<file path="src/rtl/mts_pkg.sv">
// -----------------------------------------------------------------------------
// mts_pkg
// Types and constants of the minimum-tracking stack
// -----------------------------------------------------------------------------
package mts_pkg;

  // fixed field widths
  localparam int ValueBits  = 32;
  localparam int OccBits    = 7;
  localparam int StackDepth = 64;

  // operation codes
  typedef enum logic {
    ACT_PUSH = 1'b0,
    ACT_POP  = 1'b1
  } action_e;

  // result status codes
  typedef enum logic [1:0] {
    ST_OK        = 2'd0,
    ST_OVERFLOW  = 2'd1,
    ST_UNDERFLOW = 2'd2
  } status_e;

  // one request
  typedef struct packed {
    action_e                     action;
    logic signed [ValueBits-1:0] push_value;
  } mts_req_t;

  // one result
  typedef struct packed {
    logic signed [ValueBits-1:0] popped_value;
    logic signed [ValueBits-1:0] current_min;
    logic                        min_valid;
    status_e                     status;
    logic [OccBits-1:0]          occupancy;
  } mts_res_t;

  // per-cycle shift control for one chain of cells
  typedef struct packed {
    logic shift_dn;
    logic shift_up;
  } mts_shift_t;

endpackage

</file>
<file path="src/rtl/mts_cell.sv">
// -----------------------------------------------------------------------------
// mts_cell
// One stack entry: takes the word above on a push, the word below on a pop
// -----------------------------------------------------------------------------
module mts_cell #(
  parameter int DataW = mts_pkg::ValueBits
) (
  input  logic              clk_i,
  input  mts_pkg::mts_shift_t ctrl_i,
  input  logic [DataW-1:0]  upper_i,
  input  logic [DataW-1:0]  lower_i,
  output logic [DataW-1:0]  data_o
);
  import mts_pkg::*;

  logic [DataW-1:0] data_q, data_d;

  // shift down on push, up on pop, else hold
  always_comb begin
    data_d = data_q;
    if (ctrl_i.shift_dn) begin
      data_d = upper_i;
    end else if (ctrl_i.shift_up) begin
      data_d = lower_i;
    end
  end

  always_ff @(posedge clk_i) begin
    data_q <= data_d;
  end

  assign data_o = data_q;

endmodule

</file>
<file path="config.mk">
export PLATFORM = sky130hd
export DESIGN_NAME = mts_cell
export DESIGN_NICKNAME = d
export VERILOG_FILES = /design/src/rtl/mts_pkg.sv /design/src/rtl/mts_cell.sv
export SDC_FILE = /design/constraint.sdc
export NUM_CORES = 1
export LEC_CHECK = 0
export BUFFER_PORTS_ARGS = -buffer_cell sky130_fd_sc_hd__buf_2
export CORE_MARGIN = 2
export CORE_UTILIZATION = 30
export CTS_CLUSTER_SIZE = 10
export DETAILED_ROUTE_END_ITERATION = 6
export GPL_TIMING_DRIVEN = 0
export HOLD_SLACK_MARGIN = 0.08
export SLEW_MARGIN = 15
export SYNTH_ARGS = -nofsm -noshare
export SYNTH_HDL_FRONTEND = slang
export SYNTH_SLANG_ARGS = --single-unit
</file>
<file path="constraint.sdc">
create_clock -name clk_i -period 1.9 [get_ports clk_i]
set_clock_uncertainty 0.05 [all_clocks]
set_input_delay 0.38 -clock clk_i [delete_from_list [all_inputs] [get_ports clk_i]]
set_output_delay 0.38 -clock clk_i [all_outputs]
set_load 0.02 [all_outputs]
</file>
# Word level (Yosys, flattened, before mapping)
# Index checks and enable logic that the tools add are counted.
[op_classes]
mux = 2
reduce_logical = 1
[op_table]
columns = ["cell", "n"]
rows = [
  ["$mux 32", 2],
  ["$reduce_bool 2->1", 1],
]
[word_totals]
ff_bits = 32
word_cells = 4
inputBits = 67

# Logic depth before layout (Yosys ltp)
[depth]
depth_word = 2
ltp_mapped = 3
mapped_depth_nobuf = 1

# Worst setup path before layout
# Ideal clock, no wire load.
[synth_timing]
path_kind = "input to register"
startpoint = "in ctrl_i[1] (netlist bit)"
endpoint = "reg data_q[0] (netlist: data_o[0]), enable pin"
t_required_ns = 1.460
n_path_buf = 2
cell_stages = 3
slack_ns = 0.057
arrival_ns = 1.402
setup_ns = 0.390
cell_sequence = "buf_6 > buf_12 > or2_1"
[synth_via]
elab_chain_len = 1
[synth_rtl]
columns = ["element", "line_no", "text"]
rows = [
  ["start, declared", "mts_cell.sv:9", "input mts_pkg::mts_shift_t ctrl_i,"],
  ["$reduce_bool 2->1 (no line)", "n/a", ""],
  ["end signal, assigned", "mts_cell.sv:29", "data_q <= data_d;"],
  ["end, declared", "mts_cell.sv:16", "logic [DataW-1:0] data_q, data_d;"],
]
# No other way between the ends.
# A chain may end at the register's enable or synchronous reset.

# Final worst setup path
[layout_timing]
startpoint = "in ctrl_i[1] (netlist bit)"
endpoint = "reg data_q[9] (netlist: data_o[9]), enable pin"
# The elaborated chain is that of the path after synthesis.

==> results_dict.tcl <==
set metrics [dict create \
    ys_seq_elements 32 \
    nets 240 \
    syn_to_final_growth_pct 42.8 \
    route.detailed.drc 0 \
    cts_buffer_depth 2 \
    largest_reg_flops 32 \
    grt_pass1_vias 1014 \
    synth_nets 136 \
    h-tree-depth 2 \
    met3_usage 0.0509 \
    fp.dieH_um 74.9 \
    fin_cells 240 \
    yosys-top-cells-area "edfxtp_1 64%, mux2_4 29%, buf_12 4.0%, mux2_2 2.2%, buf_6 0.75%" \
    pin_count 99 \
    num_rows 25 \
    cp.depth 3 \
    slowest_delay_ns 0.61 \
    cpMaxStageDelayCell "or2_2" \
    post-route-util 0.450 \
    antenna_found_initial 0 \
    worstPathCellList "buf_6 > buf_12 > or2_2" \
    outcome "finished, final reports clean" \
    grt_pass1_wl_mm 4.66 \
    post_cts.repair.setup_buffers 0 \
    hp-class "primary input to flip-flop" \
    synthesis.area_sq_um 1510 \
    clock-sinks 32 \
    critPathLaunchType "primary input" \
    drt_wl_total_mm 3.11 \
    path_max_fanout 32 \
    antenna_left 0 \
    avgRoutedWirePerCell_um 13.0 \
    grt_max_degree 33 \
    grt_use_total 0.116 \
    yosysWarnings 0 \
    io_buffer_count 97 \
    slew_viol_final 0 \
    rsz0062_at_grt "false" \
    maxCapViolations 0 \
    path_buf_inv 2 \
    required_ns 1.75 \
    dr.pass1.iters 3 \
    met1_usage 0.130 \
    powerDensity_nw_per_um2 805 \
    holdPathStages 2 \
    setup_ws_ns 0.476 \
    yosysTopAreaCellShare 0.637 \
    cts.hold.buffers_added 0 \
    worst_pin_slew_ns 0.740 \
    drt-initial-drc-count 27 \
    yosysSeqAreaShare 0.637 \
    postCtsResizedCells 0 \
    drive_above_1_share 0.803 \
    irDropWorstVdd_mv 0.305 \
    grt_overflow 0 \
    synthCells 69 \
    power_uw 1730 \
    diodes 0 \
    setup.worst_path.end_class "flip-flop" \
    yosysTopAreaCell "edfxtp_1" \
    ys_types 6 \
    place_ws_ns 0.147 \
    grt.busiest_layer "met2" \
    start_util 0.315 \
    relSlewSlack 0.507 \
    max_freq_mhz 702 \
    cts_inserted_buffers 5 \
    routabilityCongestion 0.650 \
    setup_viol 0 \
    critPathTopFamily "simple AND/OR/NAND/NOR gates" \
    arrival_ns 1.27 \
    via_per_inst 4.14 \
    worstSetupPathType "primary input to flip-flop" \
    die_width_um 74.9 \
    leakage_uw 0.00103 \
    dp.cells 233 \
    cts_tree "built" \
    clk_pin_slew_worst_paths_ns 0.06 \
    met2_usage 0.192 \
    core_sq_um 4790 \
    vias 993 \
    die-area_sq_um 5610 \
    syn_area_per_cell_sq_um 21.9 \
    period_minus_slack_ns 1.42 \
    finalCritPeriodShare 0.749 \
    ctsRootBufferMaster "clkbuf_8" \
    report.final.hold_viol_count 0 \
]
==> cells by family (layout without fill, tap and decap cells) <==
family,Yosys count,after routing,synth area share
DFF,32,32,0.637
buffers and inverters,4,108,0.0473
and+or+nand+nor,1,1,0.00415
muxes,32,32,0.311
==> layer usage <==
layer / wire [um] / vias up
met5: 0 / -
met4: 38 / 0
met3: 324 / 5
met2: 1620 / 61
met1: 1130 / 453
li1: - / 474
==> where the power goes <==
| group | switching, uW | internal [uW] |
|---|---|---|
| sequential | 17.4 | 867 |
| clock | 227 | 241 |
| combinational | 192 | 187 |
==> cell usage after synthesis <==
cell type and n:
buf_12 3, buf_6 1, edfxtp_1 32, mux2_2 3, mux2_4 29, or2_1 1
==> cells in the final DEF (no fill, tap or decap) <==
master    Yosys  routed
buf_12        3       3
buf_2         0      97
clkbuf_8      0       5
mux2_4       29      29
mux2_2        3       3
or2_2         0       1
clkinv_1      0       2
edfxtp_1     32      32
buf_6         1       1
==> final cells by class <==
class	count	area, sq um
buffer	4	71.3
clock buffer	5	68.8
clock inverter	2	7.51
fill	445	2630
multi-input combinational	33	475
sequential	32	961
tap	67	83.8
timing repair buffer	97	485
==> worst paths after layout <==
check   startpoint         end
max      ctrl_i[1]   data_o[9]
min    upper_i[28]  data_o[28]
==> stage by stage <==
| stage | instance area [sq um] | hold slack [ns] | setup TNS (ns) |
|---|---|---|---|
| 2_1_floorplan | 1510 | 0.547 | 0 |
| 3_3_place_gp | 2080 | 0.630 | -8.10 |
| 3_5_place_dp | 2080 | 0.633 | 0 |
| 4_1_cts | 2150 | 0.339 | 0 |
| 5_1_grt | 2150 | 0.334 | 0 |
| 6_report | 2150 | 0.351 | 0 |
Note: power is estimated with default switching activity, not from simulation.
